$ cat config.mk
export PLATFORM = sky130hd
export DESIGN_NAME = mips_block_scan_decoder
export DESIGN_NICKNAME = d
export VERILOG_FILES = /design/src/design/mbsd_pkg.sv /design/src/design/mbsd_front.sv /design/src/design/mbsd_back.sv /design/src/design/mips_block_scan_decoder.sv
export SDC_FILE = /design/constraint.sdc
export NUM_CORES = 1
export LEC_CHECK = 0
export ABC_CLOCK_PERIOD_IN_PS = 20100
export BUFFER_PORTS_ARGS = -buffer_cell sky130_fd_sc_hd__buf_2
export CORE_MARGIN = 8
export CORE_UTILIZATION = 49
export DETAILED_ROUTE_END_ITERATION = 8
export PLACE_DENSITY = 0.76
export SYNTH_ARGS = -nofsm -noshare
export SYNTH_HDL_FRONTEND = slang
export SYNTH_SLANG_ARGS = --single-unit
export TNS_END_PERCENT = 30
$ cat constraint.sdc
create_clock -name i_clk -period 20.1 [get_ports i_clk]
set_clock_uncertainty 0.2 [all_clocks]
set_input_delay 1.005 -clock i_clk [delete_from_list [all_inputs] [get_ports i_clk]]
set_output_delay 1.005 -clock i_clk [all_outputs]
set_load 0.02 [all_outputs]
$ cat src/design/mbsd_pkg.sv
// Package for the MIPS block scan decoder: shared types, constants and the
// opcode mask/match table used by the classifier. No dependencies.
`timescale 1ns / 1ps
`default_nettype none
package mbsd_pkg;

    localparam int unsigned TableSize = 117;
    localparam logic [6:0] KindUnknown = 7'd117;
    localparam logic [8:0] HardLimit = 9'd256;

    localparam logic [31:0] MaskRegimm = 32'hfc1f0000;
    localparam logic [31:0] MaskMajor  = 32'hfc000000;
    localparam logic [31:0] MaskCopRs  = 32'hffe0003f;
    localparam logic [31:0] MaskCopBc  = 32'hffff0000;
    localparam logic [31:0] MaskSpec   = 32'hfc00003f;
    localparam logic [31:0] MaskCop2   = 32'hfe00003f;

    localparam logic [5:0] FnJr      = 6'h08;
    localparam logic [5:0] FnJalr    = 6'h09;
    localparam logic [5:0] FnSyscall = 6'h0c;
    localparam logic [5:0] FnBreak   = 6'h0d;

    typedef logic [31:0] t_word;

    // One classified word, passed from the front to the back.
    typedef struct packed {
        logic        new_block;
        logic [31:0] start_pc;
        logic [31:0] word;
        logic [6:0]  kind;
        logic        ender;
    } t_entry;

    function automatic logic [31:0] tbl_mask(input int unsigned idx);
        logic [31:0] m;
        begin
            if (idx < 4) m = MaskRegimm;
            else if (idx < 18) m = MaskMajor;
            else if (idx < 47) begin
                if (idx == 22 || idx == 23 || idx == 33 || idx == 34 ||
                    idx == 39 || idx == 40 || idx == 45 || idx == 46)
                    m = MaskCopBc;
                else
                    m = MaskCopRs;
            end else if (idx < 67) m = MaskMajor;
            else if (idx < 95) m = MaskSpec;
            else m = MaskCop2;
            return m;
        end
    endfunction

    localparam logic [31:0] MatchTable [TableSize] = '{
        32'h04000000, 32'h04010000, 32'h04100000, 32'h04110000,
        32'h08000000, 32'h0c000000, 32'h10000000, 32'h14000000, 32'h18000000,
        32'h1c000000, 32'h20000000, 32'h24000000, 32'h28000000, 32'h2c000000,
        32'h30000000, 32'h34000000, 32'h38000000, 32'h3c000000,
        32'h40000000, 32'h40400000, 32'h40800000, 32'h40c00000, 32'h41000000,
        32'h41010000, 32'h42000001, 32'h42000002, 32'h42000006, 32'h42000008,
        32'h42000010, 32'h44000000, 32'h44400000, 32'h44800000, 32'h44c00000,
        32'h45000000, 32'h45010000, 32'h48000000, 32'h48400000, 32'h48800000,
        32'h48c00000, 32'h49000000, 32'h49010000, 32'h4c000000, 32'h4c400000,
        32'h4c800000, 32'h4cc00000, 32'h4d000000, 32'h4d010000,
        32'h80000000, 32'h84000000, 32'h88000000, 32'h8c000000, 32'h90000000,
        32'h94000000, 32'h98000000, 32'ha0000000, 32'ha4000000, 32'ha8000000,
        32'hac000000, 32'hb8000000, 32'hc0000000, 32'hc4000000, 32'hc8000000,
        32'hcc000000, 32'he0000000, 32'he4000000, 32'he8000000, 32'hec000000,
        32'h00000000, 32'h00000002, 32'h00000003, 32'h00000004, 32'h00000006,
        32'h00000007, 32'h00000008, 32'h00000009, 32'h0000000c, 32'h0000000d,
        32'h00000010, 32'h00000011, 32'h00000012, 32'h00000013, 32'h00000018,
        32'h00000019, 32'h0000001a, 32'h0000001b, 32'h00000020, 32'h00000021,
        32'h00000022, 32'h00000023, 32'h00000024, 32'h00000025, 32'h00000026,
        32'h00000027, 32'h0000002a, 32'h0000002b,
        32'h4a000001, 32'h4a000006, 32'h4a00000c, 32'h4a000010, 32'h4a000011,
        32'h4a000012, 32'h4a000013, 32'h4a000014, 32'h4a000016, 32'h4a00001b,
        32'h4a00001c, 32'h4a00001e, 32'h4a000020, 32'h4a000028, 32'h4a000029,
        32'h4a00002a, 32'h4a00002d, 32'h4a00002e, 32'h4a000030, 32'h4a00003d,
        32'h4a00003e, 32'h4a00003f
    };

endpackage
`default_nettype wire

$ cat src/design/mbsd_front.sv
// Front end: accepts fetched words, classifies them against the opcode
// table and registers the result. Depends on mbsd_pkg.
`timescale 1ns / 1ps
`default_nettype none
module mbsd_front (
    input  wire                 i_clk,
    input  wire                 i_rst_n,
    input  wire                 i_push,
    output logic                o_full,
    input  wire                 i_new_block,
    input  wire  [31:0]         i_start_pc,
    input  wire  [31:0]         i_word,
    output logic                o_valid,
    output mbsd_pkg::t_entry    o_entry,
    input  wire                 i_take
);

    logic [6:0]       kind;
    logic             ender;
    logic             r_valid;
    mbsd_pkg::t_entry r_entry;

    // First match wins, so scan from the top down and let lower indices win.
    always_comb begin
        kind = mbsd_pkg::KindUnknown;
        for (int i = mbsd_pkg::TableSize - 1; i >= 0; i--) begin
            if ((i_word & mbsd_pkg::tbl_mask(i)) == mbsd_pkg::MatchTable[i])
                kind = 7'(i);
        end
    end

    always_comb begin
        ender = 1'b0;
        if (i_word[31:26] >= 6'd1 && i_word[31:26] <= 6'd7)
            ender = 1'b1;
        else if (i_word[31:26] == 6'd0 &&
                 (i_word[5:0] == mbsd_pkg::FnJr || i_word[5:0] == mbsd_pkg::FnJalr ||
                  i_word[5:0] == mbsd_pkg::FnSyscall || i_word[5:0] == mbsd_pkg::FnBreak))
            ender = 1'b1;
    end

    assign o_full  = r_valid && !i_take;
    assign o_valid = r_valid;
    assign o_entry = r_entry;

    always_ff @(posedge i_clk) begin
        if (!i_rst_n) begin
            r_valid <= 1'b0;
        end else if (i_push && !o_full) begin
            r_valid <= 1'b1;
        end else if (i_take) begin
            r_valid <= 1'b0;
        end
    end

    always_ff @(posedge i_clk) begin
        if (i_push && !o_full) begin
            r_entry <= '{new_block: i_new_block, start_pc: i_start_pc,
                         word: i_word, kind: kind, ender: ender};
        end
    end

endmodule
`default_nettype wire

$ cat src/design/mbsd_back.sv
// Back end: tracks block state, builds each result word and holds results
// in a two-entry output queue. Depends on mbsd_pkg.
`timescale 1ns / 1ps
`default_nettype none
module mbsd_back (
    input  wire                 i_clk,
    input  wire                 i_rst_n,
    input  wire                 i_valid,
    input  mbsd_pkg::t_entry    i_entry,
    output logic                o_take,
    input  wire  [8:0]          i_limit,
    input  wire                 i_pop,
    output logic                o_empty,
    output logic [31:0]         o_instr_pc,
    output logic [6:0]          o_kind,
    output logic [4:0]          o_src_reg,
    output logic [4:0]          o_tgt_reg,
    output logic [4:0]          o_dst_reg,
    output logic [4:0]          o_shift_amt,
    output logic signed [15:0]  o_immediate,
    output logic [27:0]         o_jump_target,
    output logic                o_is_last,
    output logic [31:0]         o_end_pc
);

    typedef struct packed {
        logic [31:0] pc;
        logic [6:0]  kind;
        logic [31:0] word;
        logic        fields;
        logic        last;
        logic [31:0] end_pc;
    } t_res;

    logic [31:0] r_cur_pc, n_cur_pc;
    logic [8:0]  r_count, n_count;
    logic        r_delay, n_delay;
    logic        r_active, n_active;
    t_res        r_q [2];
    logic        r_wp, r_rp;
    logic [1:0]  r_cnt;
    logic        emit;
    t_res        res;
    logic [31:0] pc, pc4;
    logic [8:0]  cnt_base, cnt_inc, lim;
    logic        act, dly;
    logic        push_q, pop_q;

    assign o_take = i_valid && (r_cnt != 2'd2);
    assign lim = (i_limit > mbsd_pkg::HardLimit) ? mbsd_pkg::HardLimit :
                 (i_limit == 9'd0) ? 9'd1 : i_limit;

    always_comb begin
        act = r_active;
        dly = r_delay;
        pc = r_cur_pc;
        cnt_base = r_count;
        if (i_entry.new_block) begin
            act = 1'b1;
            dly = 1'b0;
            pc = i_entry.start_pc;
            cnt_base = 9'd0;
        end
        pc4 = pc + 32'd4;
        cnt_inc = cnt_base + 9'd1;
        emit = act;
        n_active = act;
        n_delay = dly;
        n_cur_pc = pc;
        n_count = cnt_base;
        res = '{pc: pc, kind: i_entry.kind, word: i_entry.word, fields: 1'b1,
                last: 1'b0, end_pc: 32'd0};
        if (act) begin
            priority if (dly) begin
                res.last = 1'b1;
                res.end_pc = pc4;
                n_delay = 1'b0;
                n_active = 1'b0;
                n_cur_pc = pc4;
            end else if (i_entry.kind == mbsd_pkg::KindUnknown) begin
                res.fields = 1'b0;
                res.last = 1'b1;
                res.end_pc = pc;
                n_active = 1'b0;
            end else begin
                n_count = cnt_inc;
                n_cur_pc = pc4;
                if (i_entry.ender) begin
                    n_delay = 1'b1;
                end else if (cnt_inc >= lim) begin
                    res.last = 1'b1;
                    res.end_pc = pc4;
                    n_active = 1'b0;
                end
            end
        end
    end

    assign push_q = o_take && emit;
    assign pop_q  = i_pop && !o_empty;

    always_ff @(posedge i_clk) begin
        if (!i_rst_n) begin
            r_cur_pc <= 32'd0;
            r_count <= 9'd0;
            r_delay <= 1'b0;
            r_active <= 1'b0;
            r_wp <= 1'b0;
            r_rp <= 1'b0;
            r_cnt <= 2'd0;
        end else begin
            if (o_take) begin
                r_cur_pc <= n_cur_pc;
                r_count <= n_count;
                r_delay <= n_delay;
                r_active <= n_active;
            end
            if (push_q) r_wp <= ~r_wp;
            if (pop_q) r_rp <= ~r_rp;
            r_cnt <= r_cnt + {1'b0, push_q} - {1'b0, pop_q};
        end
    end

    always_ff @(posedge i_clk) begin
        if (push_q) r_q[r_wp] <= res;
    end

    // Fields are zeroed for an unknown word outside a delay slot.
    assign o_empty       = (r_cnt == 2'd0);
    assign o_instr_pc    = r_q[r_rp].pc;
    assign o_kind        = r_q[r_rp].kind;
    assign o_src_reg     = r_q[r_rp].fields ? r_q[r_rp].word[25:21] : 5'd0;
    assign o_tgt_reg     = r_q[r_rp].fields ? r_q[r_rp].word[20:16] : 5'd0;
    assign o_dst_reg     = r_q[r_rp].fields ? r_q[r_rp].word[15:11] : 5'd0;
    assign o_shift_amt   = r_q[r_rp].fields ? r_q[r_rp].word[10:6] : 5'd0;
    assign o_immediate   = r_q[r_rp].fields ? signed'(r_q[r_rp].word[15:0]) : 16'sd0;
    assign o_jump_target = r_q[r_rp].fields ? {r_q[r_rp].word[25:0], 2'b00} : 28'd0;
    assign o_is_last     = r_q[r_rp].last;
    assign o_end_pc      = r_q[r_rp].end_pc;

endmodule
`default_nettype wire

$ cat src/design/mips_block_scan_decoder.sv
// Top level of the MIPS basic-block scan decoder: front classifier, back
// block tracker and the block-length register. Depends on mbsd_pkg.
`timescale 1ns / 1ps
`default_nettype none
// Accepts one fetched word per cycle while full is low and returns one decoded word
// for every word inside a block. A word is held in the front classifier register
// until the back end takes it, and is then written to the two-entry result queue.
// Its result is on the output ports once it is in the queue, and it can then be
// popped. Throughput is one word per cycle while results are popped. The input
// reports full only when both queue entries are waiting and the front register
// is holding a word. The block-length register may be written at any time the
// block is idle.
module mips_block_scan_decoder (
    input  wire                 i_clk,
    input  wire                 i_rst_n,
    input  wire                 push,
    output logic                full,
    input  wire                 i_new_block,
    input  wire  [31:0]         i_start_pc,
    input  wire  [31:0]         i_word,
    output logic                empty,
    input  wire                 pop,
    output logic [31:0]         o_instr_pc,
    output logic [6:0]          o_kind,
    output logic [4:0]          o_src_reg,
    output logic [4:0]          o_tgt_reg,
    output logic [4:0]          o_dst_reg,
    output logic [4:0]          o_shift_amt,
    output logic signed [15:0]  o_immediate,
    output logic [27:0]         o_jump_target,
    output logic                o_is_last,
    output logic [31:0]         o_end_pc,
    input  wire                 i_cfg_valid,
    output logic                o_cfg_ready,
    input  wire  [8:0]          i_cfg_data
);

    logic             f_valid;
    logic             take;
    mbsd_pkg::t_entry entry;
    logic [8:0]       r_max_len;

    assign o_cfg_ready = 1'b1;

    always_ff @(posedge i_clk) begin
        if (!i_rst_n) begin
            r_max_len <= mbsd_pkg::HardLimit;
        end else if (i_cfg_valid) begin
            r_max_len <= i_cfg_data;
        end
    end

    mbsd_front u_front (
        .i_clk(i_clk), .i_rst_n(i_rst_n), .i_push(push), .o_full(full),
        .i_new_block(i_new_block), .i_start_pc(i_start_pc), .i_word(i_word),
        .o_valid(f_valid), .o_entry(entry), .i_take(take)
    );

    mbsd_back u_back (
        .i_clk(i_clk), .i_rst_n(i_rst_n), .i_valid(f_valid), .i_entry(entry),
        .o_take(take), .i_limit(r_max_len), .i_pop(pop), .o_empty(empty),
        .o_instr_pc(o_instr_pc), .o_kind(o_kind), .o_src_reg(o_src_reg),
        .o_tgt_reg(o_tgt_reg), .o_dst_reg(o_dst_reg), .o_shift_amt(o_shift_amt),
        .o_immediate(o_immediate), .o_jump_target(o_jump_target),
        .o_is_last(o_is_last), .o_end_pc(o_end_pc)
    );

endmodule
`default_nettype wire

==> flow_summary.toml <==
[timing]
rsz0062_at_grt = "no"
finalHoldViolations = 0
fin_crit_ps = 4330
finalSetupViolations = 0
post-route-worst-setup-slack_ps = 15770
worst_slew_pin_slew_ps = 1060
max_slew_margin_pct = 29.4
timing.fmax_mhz = 231
hold_ws_ps = 242
period_share_pct = 21.5
finalMaxSlewViolations = 0
tns_ps = 0

[pwr]
finalPower_mw = 1.79
p_per_area_nw_per_um2 = 98.7
p_leak_nw = 6.60
vdd_drop_max_v = 0.0000607

[logic_synthesis]
yosys_register_bits = 323
syn-instance-count = 1347
avgSynthCellArea_um2 = 11.9
ys_seq_area_share_pct = 57.0
synth-async-reset-ratio_pct = 0
synth_edf_count = 265
yosys_warnings = 0
syn_area_um2 = 16000
yosys.cell_types.count = 97
synthFlopType = "edfxtp_1"

[placement]
dpl.hpwl_um = 29900
dpl.cell_count = 1899
gp_congestion = 0.989
dpl_cell_area_um2 = 17100
post-place-ws_ps = 15840
io_buffers = 214

[route]
drt_wl_total_um = 43000
vias_per_cell = 5.91
wl_per_cell_um = 21.9
drt_iter0_drc = 1177
drc_errors = 0
firstDrtPassIters = 6
ant_nets = 0
vias = 11600

[global_route]
grt_pass1_wl_um = 65500
grtUsageTotal_pct = 21.3
antenna_found_initial = 1
grt_overflow = 0
grt_pass1_vias = 11400
grt_max_degree = 68

[setup_path]
worstPathRequired_ps = 20200
crit_fanout = 28
critPathArrivalTime_ps = 4430
crit_top_cell = "ha_1"
path_cells = "nor2_1 -> ha_1 -> and4b_1 -> nand3_1 -> xnor2_1 -> ha_1 -> o2111ai_1 -> a211o_1 -> a211oi_1 -> o21ai_2 -> buf_4 -> a221oi_1"
crit_type = "reg -> reg"
worst_path_max_delay_cell = "a211oi_1"
cpPeakStageDelay_ps = 730
crit_path_end_kind = "flop"
critPathLaunchType = "flop"

[floorplan]
die-area_um2 = 38700
pin_count = 218
core_area_um2 = 32400
die_y_um = 197
die_w_um = 197
initial_utilization_pct = 49.4
num_rows = 66

[clocking]
cts_setup_buffers = 0
htreeDepth = 2
clockRootBuffer = "clkbuf_16"
cts_resized = 0
clk_latency_ps = 510
cts_tree = "built"
cts_num_sinks = 323
cts_inserted_buffers = 35
clk_path_buf_depth = 3
cts_hold_buf = 0
clk_pin_slew_ps = 60

[outcome]
run_status = "complete, no violations"

[final_layout]
nFillCells = 2749
final_cells = 1959
finalNetCount = 1586
antenna_cells = 0
fin_area_um2 = 18200
area_growth_pct = 13.5
fin_util_pct = 56.1
drive_gt1_share_pct = 26.6

[job]
cap_violations = 0

[hold_path]
min-delay-path-class = "reg -> reg"
-- critical path: cells and delay by family (launching register included) --
kind | cells | cell delay [ps]
adders and majority gates | 2 | 550
DFF | 1 | 560
and+or+nand+nor | 3 | 690
buffers and inverters | 1 | 300
AOI/OAI and AO/OA | 5 | 1640
xor gates and xnor gates | 1 | 160
-- path summary, 6_finish.rpt --
check | endpoint | cells after the start | from | slack (ps)
worst max-delay path | u_back.r_q[0][21] | 12 | u_front.o_entry[72] | 15770
worst min-delay path | u_back.r_q[0][56] | 0 | u_front.o_entry[30] | 240
worst max register to register | u_back.r_q[0][21] | 12 | u_front.o_entry[72] | 15770
worst min register to register | u_back.r_q[0][56] | 0 | u_front.o_entry[30] | 240
-- cell type report --
class / count / area (um^2) / area share (%)
Clock inverter: 19 / 179 / 0.986
Multi-Input combinational cell: 872 / 6100 / 33.6
Inverter: 35 / 131 / 0.724
Clock buffer: 41 / 898 / 4.95
Sequential cell: 323 / 9120 / 50.3
Timing Repair Buffer: 227 / 1170 / 6.44
Tap cell: 442 / 553 / 3.05
-- sequential cells by signal (all words and copies together), names as in the netlist, named ones only --
name	count
r_max_len	9
u_back.r_active	1
u_back.r_cnt	2
u_back.r_count	9
u_back.r_cur_pc	32
u_back.r_delay	1
u_back.r_q	198
u_back.r_rp	1
u_back.r_wp	1
u_front.o_entry	67
u_front.o_valid	1
-- where the power goes --
group	internal, mW	switching (mW)	leakage [nW]
Sequential	0.768	0.0307	2.95
Clock	0.358	0.251	0.523
Combinational	0.133	0.249	3.13
-- placed cells by master (no fill, tap or decap), drive strengths merged, types with 9 or more instances in the layout --
cell type	n
edfxtp	265
buf	227
nor2	124
mux2	88
nand2	72
nand3	68
dfxtp	58
mux2i	56
o21ai	47
nor3	43
clkbuf	41
nand4	36
a21oi	34
xnor2	33
inv	33
nor2b	19
nor4	16
clkinv	16
nand2b	15
ha	13
and3	13
a22oi	13
a211oi	10
and2	9
xor2	9
nor3b	9
o211ai	9
-- logic make-up after synthesis --
| logic type | count (synthesis) | synth area share [%] |
|---|---|---|
| AOI/OAI and AO/OA | 196 | 8.70 |
| xor gates and xnor gates | 42 | 2.30 |
| adders and majority gates | 13 | 1.02 |
| buffers and inverters | 153 | 5.02 |
| DFF | 323 | 57.0 |
| muxes | 144 | 9.73 |
| other | 2 | 0.0470 |
| and+or+nand+nor | 474 | 16.2 |
-- synthesized netlist by cell type, types with 31 or more instances --
| cell | count | area (um^2) |
|---|---|---|
| a21oi_1 | 33 | 165 |
| buf_4 | 39 | 293 |
| clkbuf_1 | 51 | 191 |
| dfxtp_1 | 58 | 1160 |
| edfxtp_1 | 265 | 7960 |
| inv_1 | 31 | 116 |
| mux2_2 | 88 | 991 |
| mux2i_1 | 55 | 551 |
| nand2_1 | 72 | 270 |
| nand3_1 | 67 | 335 |
| nand4_1 | 33 | 206 |
| nor2_1 | 123 | 462 |
| nor3_1 | 40 | 200 |
| o21ai_0 | 44 | 220 |
| xnor2_1 | 33 | 289 |
-- routing by layer --
| metal | up-vias | global-route usage [%] | share of wire (%) |
|---|---|---|---|
| met1 | 5607 | 29.1 | 43 |
| met5 | - | 0 | 0 |
| met2 | 545 | 34.5 | 47 |
| met4 | 0 | 6.66 | 2.5 |
| met3 | 86 | 3.41 | 7.2 |
| li1 | 5338 | - | - |
(Power assumes the default switching activity.)
